File: config.mk
export PLATFORM = sky130hd
export DESIGN_NAME = smx_ctrl
export DESIGN_NICKNAME = d
export VERILOG_FILES = /design/src/design/smx_pkg.sv /design/src/design/smx_ctrl.sv
export SDC_FILE = /design/constraint.sdc
export NUM_CORES = 1
export LEC_CHECK = 0
export ABC_AREA = 0
export BUFFER_PORTS_ARGS = -buffer_cell sky130_fd_sc_hd__buf_2
export CAP_MARGIN = 20
export CORE_MARGIN = 4
export CORE_UTILIZATION = 25
export DETAILED_ROUTE_END_ITERATION = 12
export PLACE_DENSITY = 0.47
export SYNTH_ARGS = -nofsm -noshare
export SYNTH_HDL_FRONTEND = slang
export SYNTH_SLANG_ARGS = --single-unit
File: constraint.sdc
create_clock -name clk_i -period 4.5 [get_ports clk_i]
set_input_delay 0 -clock clk_i [delete_from_list [all_inputs] [get_ports clk_i]]
set_output_delay 0 -clock clk_i [all_outputs]
set_load 0.02 [all_outputs]
File: src/design/smx_pkg.sv
`default_nettype none

package smx_pkg;

  localparam int unsigned MAX_ROW_DEF  = 64;
  localparam int unsigned SERIES_TERMS = 20;
  localparam int unsigned DIV_BITS     = 31;
  localparam int unsigned OUT_BITS     = 7;
  localparam logic [6:0]  ROW_LEN_RST  = 7'd64;
  localparam logic [15:0] EXP_CUTOFF   = 16'd3072;
  localparam logic [30:0] Q30_ONE      = 31'h4000_0000;
  localparam logic [23:0] SUM_LIMIT    = 24'hFF_FFFF;

  typedef struct packed {
    logic signed [15:0] score;
    logic        [15:0] row_scale;
  } in_item_t;

  typedef struct packed {
    logic signed [7:0] prob_code;
    logic              last_of_row;
  } out_item_t;

  typedef enum logic [3:0] {
    OP_NONE,
    OP_LOAD,
    OP_SER_INIT,
    OP_MUL,
    OP_DIV_INIT,
    OP_DIV_STEP,
    OP_ACC,
    OP_SER_DONE,
    OP_K,
    OP_RMUL,
    OP_RRND,
    OP_EFIN,
    OP_OMUL,
    OP_ODIV_INIT,
    OP_ODIV_STEP,
    OP_OUT_LOAD
  } op_e;

  typedef struct packed {
    op_e        op;
    logic       x_full;  // series argument is one whole unit (256)
    logic [4:0] step;    // term number or quotient bit position
    logic       last;
  } smx_cmd_t;

  typedef struct packed {
    logic       k_big;
    logic [3:0] k_hi;
    logic       out_free;
  } smx_sts_t;

endpackage

`default_nettype wire

File: src/design/smx_ctrl.sv
`default_nettype none

module smx_ctrl
  import smx_pkg::*;
#(
  parameter int unsigned MAX_ROW = MAX_ROW_DEF
) (
  input  wire logic                       clk_i,
  input  wire logic                       rst_ni,
  input  wire logic                       in_valid_i,
  output logic                            in_stall_o,
  input  wire logic                       cfg_write_i,
  input  wire logic [6:0]                 cfg_data_i,
  input  wire smx_sts_t                   sts_i,
  output smx_cmd_t                        cmd_o,
  output logic [$clog2(MAX_ROW)-1:0]      waddr_o,
  output logic [$clog2(MAX_ROW)-1:0]      idx_o
);

  localparam int unsigned AW = $clog2(MAX_ROW);
  localparam int unsigned CW = $clog2(MAX_ROW + 1);

  typedef enum logic [4:0] {
    ST_LOAD, ST_SER_INIT, ST_MUL, ST_DIV_INIT, ST_DIV, ST_ACC, ST_SER_DONE,
    ST_RD, ST_KCALC, ST_KCHK, ST_RMUL, ST_RRND, ST_EFIN,
    ST_ORD, ST_OMUL, ST_ODIV_INIT, ST_ODIV, ST_OUT
  } state_e;

  state_e      state_q;
  logic [6:0]  row_len_q;
  logic [CW-1:0] fill_q;
  logic [AW-1:0] idx_q;
  logic [4:0]  nterm_q;
  logic [4:0]  cnt_q;
  logic [3:0]  acnt_q;
  logic        e1_mode_q;

  logic [CW-1:0] len_eff;
  logic [CW-1:0] fill_next;
  logic          idx_last;

  always_comb begin
    if (row_len_q == 7'd0) begin
      len_eff = CW'(1);
    end else if (32'(row_len_q) > MAX_ROW) begin
      len_eff = CW'(MAX_ROW);
    end else begin
      len_eff = CW'(row_len_q);
    end
    fill_next = fill_q + CW'(1);
    idx_last  = (CW'(idx_q) + CW'(1)) == fill_q;
  end

  always_comb begin
    cmd_o.op     = OP_NONE;
    cmd_o.x_full = e1_mode_q;
    cmd_o.step   = nterm_q;
    cmd_o.last   = idx_last;
    case (state_q)
      ST_LOAD:      cmd_o.op = in_valid_i ? OP_LOAD : OP_NONE;
      ST_SER_INIT:  cmd_o.op = OP_SER_INIT;
      ST_MUL:       cmd_o.op = OP_MUL;
      ST_DIV_INIT:  cmd_o.op = OP_DIV_INIT;
      ST_DIV:       cmd_o.op = OP_DIV_STEP;
      ST_ACC:       cmd_o.op = OP_ACC;
      ST_SER_DONE:  cmd_o.op = OP_SER_DONE;
      ST_KCALC:     cmd_o.op = OP_K;
      ST_RMUL:      cmd_o.op = OP_RMUL;
      ST_RRND:      cmd_o.op = OP_RRND;
      ST_EFIN:      cmd_o.op = OP_EFIN;
      ST_OMUL:      cmd_o.op = OP_OMUL;
      ST_ODIV_INIT: cmd_o.op = OP_ODIV_INIT;
      ST_ODIV: begin
        cmd_o.op   = OP_ODIV_STEP;
        cmd_o.step = cnt_q;
      end
      ST_OUT:       cmd_o.op = sts_i.out_free ? OP_OUT_LOAD : OP_NONE;
      default:      cmd_o.op = OP_NONE;
    endcase
  end

  assign in_stall_o = state_q != ST_LOAD;
  assign waddr_o    = fill_q[AW-1:0];
  assign idx_o      = idx_q;

  always_ff @(posedge clk_i or negedge rst_ni) begin
    if (!rst_ni) begin
      state_q   <= ST_LOAD;
      row_len_q <= ROW_LEN_RST;
      fill_q    <= '0;
      idx_q     <= '0;
      nterm_q   <= '0;
      cnt_q     <= '0;
      acnt_q    <= '0;
      e1_mode_q <= 1'b0;
    end else begin
      if (cfg_write_i) begin
        row_len_q <= cfg_data_i;
      end
      case (state_q)
        ST_LOAD: begin
          if (in_valid_i) begin
            fill_q <= fill_next;
            if (fill_next >= len_eff) begin
              e1_mode_q <= 1'b1;
              idx_q     <= '0;
              state_q   <= ST_SER_INIT;
            end
          end
        end
        ST_SER_INIT: begin
          nterm_q <= 5'd1;
          state_q <= ST_MUL;
        end
        ST_MUL: begin
          state_q <= ST_DIV_INIT;
        end
        ST_DIV_INIT: begin
          cnt_q   <= '0;
          state_q <= ST_DIV;
        end
        ST_DIV: begin
          cnt_q <= cnt_q + 5'd1;
          if (cnt_q == 5'(DIV_BITS - 1)) begin
            state_q <= ST_ACC;
          end
        end
        ST_ACC: begin
          if (nterm_q == 5'(SERIES_TERMS)) begin
            state_q <= ST_SER_DONE;
          end else begin
            nterm_q <= nterm_q + 5'd1;
            state_q <= ST_MUL;
          end
        end
        ST_SER_DONE: begin
          acnt_q <= '0;
          if (e1_mode_q) begin
            e1_mode_q <= 1'b0;
            state_q   <= ST_RD;
          end else if (sts_i.k_hi == 4'd0) begin
            state_q <= ST_EFIN;
          end else begin
            state_q <= ST_RMUL;
          end
        end
        ST_RD: begin
          state_q <= ST_KCALC;
        end
        ST_KCALC: begin
          state_q <= ST_KCHK;
        end
        ST_KCHK: begin
          state_q <= sts_i.k_big ? ST_EFIN : ST_SER_INIT;
        end
        ST_RMUL: begin
          state_q <= ST_RRND;
        end
        ST_RRND: begin
          acnt_q  <= acnt_q + 4'd1;
          state_q <= ((acnt_q + 4'd1) == sts_i.k_hi) ? ST_EFIN : ST_RMUL;
        end
        ST_EFIN: begin
          if (idx_last) begin
            idx_q   <= '0;
            state_q <= ST_ORD;
          end else begin
            idx_q   <= idx_q + AW'(1);
            state_q <= ST_RD;
          end
        end
        ST_ORD: begin
          state_q <= ST_OMUL;
        end
        ST_OMUL: begin
          state_q <= ST_ODIV_INIT;
        end
        ST_ODIV_INIT: begin
          cnt_q   <= 5'(OUT_BITS - 1);
          state_q <= ST_ODIV;
        end
        ST_ODIV: begin
          if (cnt_q == 5'd0) begin
            state_q <= ST_OUT;
          end else begin
            cnt_q <= cnt_q - 5'd1;
          end
        end
        ST_OUT: begin
          if (sts_i.out_free) begin
            if (idx_last) begin
              fill_q  <= '0;
              idx_q   <= '0;
              state_q <= ST_LOAD;
            end else begin
              idx_q   <= idx_q + AW'(1);
              state_q <= ST_ORD;
            end
          end
        end
        default: begin
          state_q <= ST_LOAD;
        end
      endcase
    end
  end

endmodule

`default_nettype wire

Word level (Yosys, flattened, before mapping)
Cells that the tools add are included.
Storage, ports and cells
  register bits after elaboration: 40
  logic and storage cells: 99
  output and inout bits: 24
  input port bits: 17
Operators by class
  reduce and logical (&&, ||, !) cells: 17
  add/sub/neg operators: 7
  magnitude comparators: 2
  equal/unequal tests: 29
  muxes and demuxes: 36
Operator list (count)
  $pmux 5 s18: 1
  $pmux 4 s15: 1
  $eq 5x4->1 const B: 8
  $mux 5: 8
  $mux 7: 5
  $mux 6: 4
  $eq 5x3->1 const B: 4
  $eq 5x5->1 const B: 4
  $mux 4: 5
  $pmux 5 s4: 1
  $pmux 6 s3: 1
  $ne 2x2->1 const B: 8
  $pmux 7 s2: 1
  $add 5x1->5 const B: 2
  $eq 5x2->1 const B: 2
  $logic_not 5->1: 2
  $pmux 5 s2: 1
  $mux 3: 3
  $pmux 4 s2: 1
  $reduce_and 4->1: 2
  $reduce_bool 2->1: 4
  $add 6x1->7 const B: 1
  $add 7x1->7 const B: 1
  $eq 7x7->1: 1
  other kinds (17): 20

Logic depth before layout (Yosys ltp)
  word-level depth: 7
  gate-level depth with buffers: 12
  depth with buffers taken out: 11

Worst setup path after synthesis
Ideal clock, no wire load.
  path type: register -> register
  from: register state_q[3]
  to: register cnt_q[4]
  setup time: 0.130 ns
  stages on the path, launching flop included: 13
  path buffers: 2
  arrival: 2.423 ns
  path slack: 1.947 ns
  required time: 4.370 ns
  clock period less this slack: 2.553 ns
  cells stage by stage: dfrtp_1 -> buf_2 -> nand2b_1 -> or4_1 -> buf_2 -> inv_2 -> ha_1 -> nor2b_1 -> o21ai_0 -> nand2b_1 -> mux2_2 -> a21oi_1 -> a31oi_1
Between the ends
  longest elaborated chain between the ends: 3
  elaborated cells between the ends (all ways): 8
  those cells by class: 5 x eq/ne; 1 x mux; 2 x reduce/logical
Ends and longest elaborated chain
  from (decl): RTL line smx_ctrl.sv:29  | state_e state_q;
  from (signal assigned): RTL line smx_ctrl.sv:154  | state_q <= sts_i.k_big ? ST_EFIN : ST_SER_INIT;
  from (signal assigned): RTL line smx_ctrl.sv:161  | state_q <= ((acnt_q + 4'd1) == sts_i.k_hi) ? ST_EFIN : ST_RMUL;
  $eq 5x5->1, or another cell as far along: RTL line smx_ctrl.sv:100  | case (state_q)
  $reduce_bool 4->1 (no line) or $ne 2x2->1 (tied branches)
  $reduce_and 2->1 (no line)
  to (signal assigned): RTL line smx_ctrl.sv:123  | cnt_q <= cnt_q + 5'd1;
  to (signal assigned): RTL line smx_ctrl.sv:179  | cnt_q <= 5'(OUT_BITS - 1);
  to (signal assigned): RTL line smx_ctrl.sv:186  | cnt_q <= cnt_q - 5'd1;
  to (decl): RTL line smx_ctrl.sv:34  | logic [4:0] cnt_q;
Parallel ways exist; a longest one is shown, timed or not.
A chain may end at the register's enable or synchronous reset.

Worst setup path after layout
Ends and elaborated chain as after synthesis.

==> results by group <==
Synth
  • Post-Syn Nets: 403
  • Asr flop ratio synth: 100%
  • EDFF count, synth: 0
  • Dominant synthesized flop cell: dfrtp_1
  • Syn_area_per_cell: 8.26 µm²
  • Post-synthesis cell count: 370
  • Mapped cell area: roughly 3100 µm²
  • FF+latch count, synth: 40
  • Synth unique cells: 55
  • Seq/Total Area, Yosys: roughly a third
  • Synth warn: 0

Critical path
  • Critical Path RT: 4660 ps
  • Critical path endpoint category: flip-flop
  • Kind of critical path: reg -> reg
  • Crit path max fanout: 19
  • Arr. time, crit path: 3240 ps
  • CP Launch Type: flip-flop

Routing
  • WL per Instance: 14.5 µm
  • DR vias: 2721
  • DRT Pass-1 Iters: 5
  • DRC Markers: 0
  • Vias per cell: 4.94
  • DR iter-0 viols: between 100 and 150
  • Detailed Route WL: roughly 8000 µm
  • Final ANT Viol Nets: 0

STA
  • Final number of setup-violating endpoints: 0
  • Skew final: approximately 5.4 ps
  • Max Slew Vio Count: 0
  • Fin Setup TNS: 0 ps
  • RSZ-0062 raised after global routing: no
  • Worst slew margin: between 40% and 50%
  • Worst Slack Setup Final: around 1400 ps
  • Final hold violations: 0
  • Fin crit period: roughly 3100 ps
  • Final period util: between 60% and 70%
  • F_max: 324 MHz
  • Worst-margin pin slew: between 800 and 900 ps

Global routing
  • Initial antenna violation count: 0
  • Global-route wire length before repair: 13800 µm
  • Largest net degree at the start of global routing: between 40 and 50
  • Vias in the first global route: between 2000 and 3000
  • Grt total ovfl: 0
  • Gr usage total: a little under an eighth

Layout
  • # diodes: 0
  • Area growth from synthesis to layout: 17.4%
  • Nets: 436
  • Post-Route Utilization: between 20 and 30%
  • Register area: between 1000 and 1500 µm²
  • Final instance area: approximately 3600 µm²
  • Non-Filler Instances: roughly 550
  • Fraction of layout cells with a size suffix above 1: around 17%
  • Fill count: 1290
  • Multi-input gate area: between 1500 and 2000 µm²

Clock network
  • Root Buffer: clkbuf_16
  • Sink Count: 40
  • Skew-Pair Late Insertion Delay: approximately 280 ps
  • Total CTS buffers: 5
  • TritonCTS clock tree: done
  • Longest Clk Path Bufs: 2
  • H-tree depth: 2
  • Clk slew on worst S/H paths: 60 ps

Placed design
  • Port Buffers: 40
  • Pre-CTS setup slack: 1450 ps
  • RePlAce Congestion: between 0.8 and 0.9
  • HPWL after DPL: about 6000 µm
  • DP Cell Count: 534
  • Placed cell area: ~3300 µm²

Floorplanning
  • Core ar.: roughly 12000 µm²
  • Die ar.: about 14000 µm²
  • Die width: roughly 120 µm
  • Starting Density: about a quarter
  • Rows: 40
  • Die Span Y: about 120 µm
  • Ports: 41

Pwr
  • VDD IR max: between 150 and 200 µV
  • Pleak: ~1.6 nW
  • Power Dens Cells: ~590 nW/µm²

Run
  • Max Cap Viol: 0

Hold path
  • HP Class: in -> reg

Outcome
  • Status: complete, no violations
## placed cells by master (no fill, tap or decap), types with 2 or more instances in the layout
master / instances
ha_1: 15
a22o_1: 8
inv_1: 14
or2_2: 2
nand4b_1: 2
xor2_1: 12
nor3_1: 12
a22oi_1: 2
nor2b_1: 7
xnor2_1: 10
o22ai_1: 5
mux2_2: 9
and2_1: 4
dfrtp_1: 39
o2bb2ai_1: 2
or4_1: 2
buf_2: 40
nand2b_1: 8
o31ai_1: 2
clkbuf_16: 5
a21oi_1: 22
o22a_1: 4
dlygate4sd3_1: 8
nand4_1: 9
o21a_1: 3
nor4_1: 3
nand2_1: 42
o21ai_0: 27
nor2_1: 37
nand3b_1: 2
nand3_1: 13
a31oi_1: 7
## stage by stage
stage	power (W)	hold WS, ps
3_5_place_dp	0.00171	225
5_1_grt	0.00231	37.8
4_1_cts	0.00215	0.609
2_1_floorplan	0.00145	-296
6_report	0.00212	3.22
3_3_place_gp	0.00170	210
## flip-flops by register name, summed over array words and instances, names as in the netlist
register and cells:
acnt_q 4, cnt_q 5, e1_mode_q 1, fill_q 7, idx_o 6, nterm_q 5, row_len_q 7, state_q 5
## where the power goes
part	total (W)	internal, W	switching (W)
Clock	0.000412	0.000261	0.000151
Sequential	0.000682	0.000454	0.000228
Combinational	0.00103	0.000429	0.000599
## area by class of cell
| type | instances | area share (%) |
|---|---|---|
| multi-input cells | 292 | 52.3 |
| flip-flops and latches | 40 | 27.9 |
| repair buffers | 49 | 8.37 |
| well taps | 147 | 5.13 |
| clock buffers | 5 | 3.49 |
| inverters | 15 | 1.57 |
| clock inverters | 3 | 1.19 |
## layer usage
layer | wire, µm | vias to the layer above | GRT usage [%]
li1 | - | 1389 | -
met1 | 4090 | 1265 | 16.7
met2 | 3450 | 59 | 18.2
met3 | 344 | 8 | 2.34
met4 | 83 | 0 | 2.39
met5 | 0 | - | 0
## critical path: stages (launching register included)
cell and delay (ps):
dfrtp_1 580, nand2b_1 310, or4_1 620, inv_2 240, ha_1 280, nor2b_1 150
o21ai_0 180, nand2b_1 120, mux2_2 280, a21oi_1 140, a31oi_1 60
## cell families after synthesis
| kind of cell | after synthesis | share of synthesized area, % |
|---|---|---|
| mux | 9 | 3.32 |
| compound gates | 92 | 19.7 |
| buf+inv | 38 | 5.81 |
| fa+ha+maj | 16 | 6.79 |
| simple gates | 153 | 25.3 |
| xor+xnor | 22 | 6.30 |
| flops | 40 | 32.8 |
## synthesized netlist by cell type (all sizes together) (2+ instances only)
cell     count  area [µm²]
a22oi        2        15.0
o21a         3        22.5
ha          15         188
o31ai        2        15.0
or3          2        17.5
xor2        12         105
nor3        12        60.1
o22a         4        35.0
a31oi        7        43.8
o21ai       28         144
nand2       42         158
nor4         4        40.0
a22o         8        70.1
nand3b       2        15.0
inv         15        56.3
nand2b       8        50.1
a21oi       22         110
o22ai        5        31.3
and2         4        25.0
nor2        37         139
mux2         9         101
buf         12        80.1
dfrtp       39         976
nand3       14        75.1
xnor2       10        87.6
nor2b        7        43.8
o2bb2ai      2        17.5
nand4        9        56.3
clkbuf      11        41.3
or4          2        15.0
nand4b       2        17.5
or2          3        18.8
## worst paths after layout
check | startpoint | end | slack [ps] | cells past startpoint
max | state_q[3] | cnt_q[4] | 1410 | 10
min | cfg_write_i | row_len_q[6] | 3 | 2
max reg2reg | state_q[3] | cnt_q[4] | 1410 | 10
min reg2reg | row_len_q[0] | row_len_q[0] | 520 | 1
max in group asynchronous | rst_ni | row_len_q[6] | 3750 | 3
min in group asynchronous | rst_ni | nterm_q[0] | 200 | 2
## what timing repair did
item                       in CTS  in global routing
hold buffers                    8                  0
setup buffers                   0                  0
setup endpoints to repair       0                  0
gates resized for setup         0                  0
hold endpoints to repair       46                  0
Power figures use the tool's default switching activity.
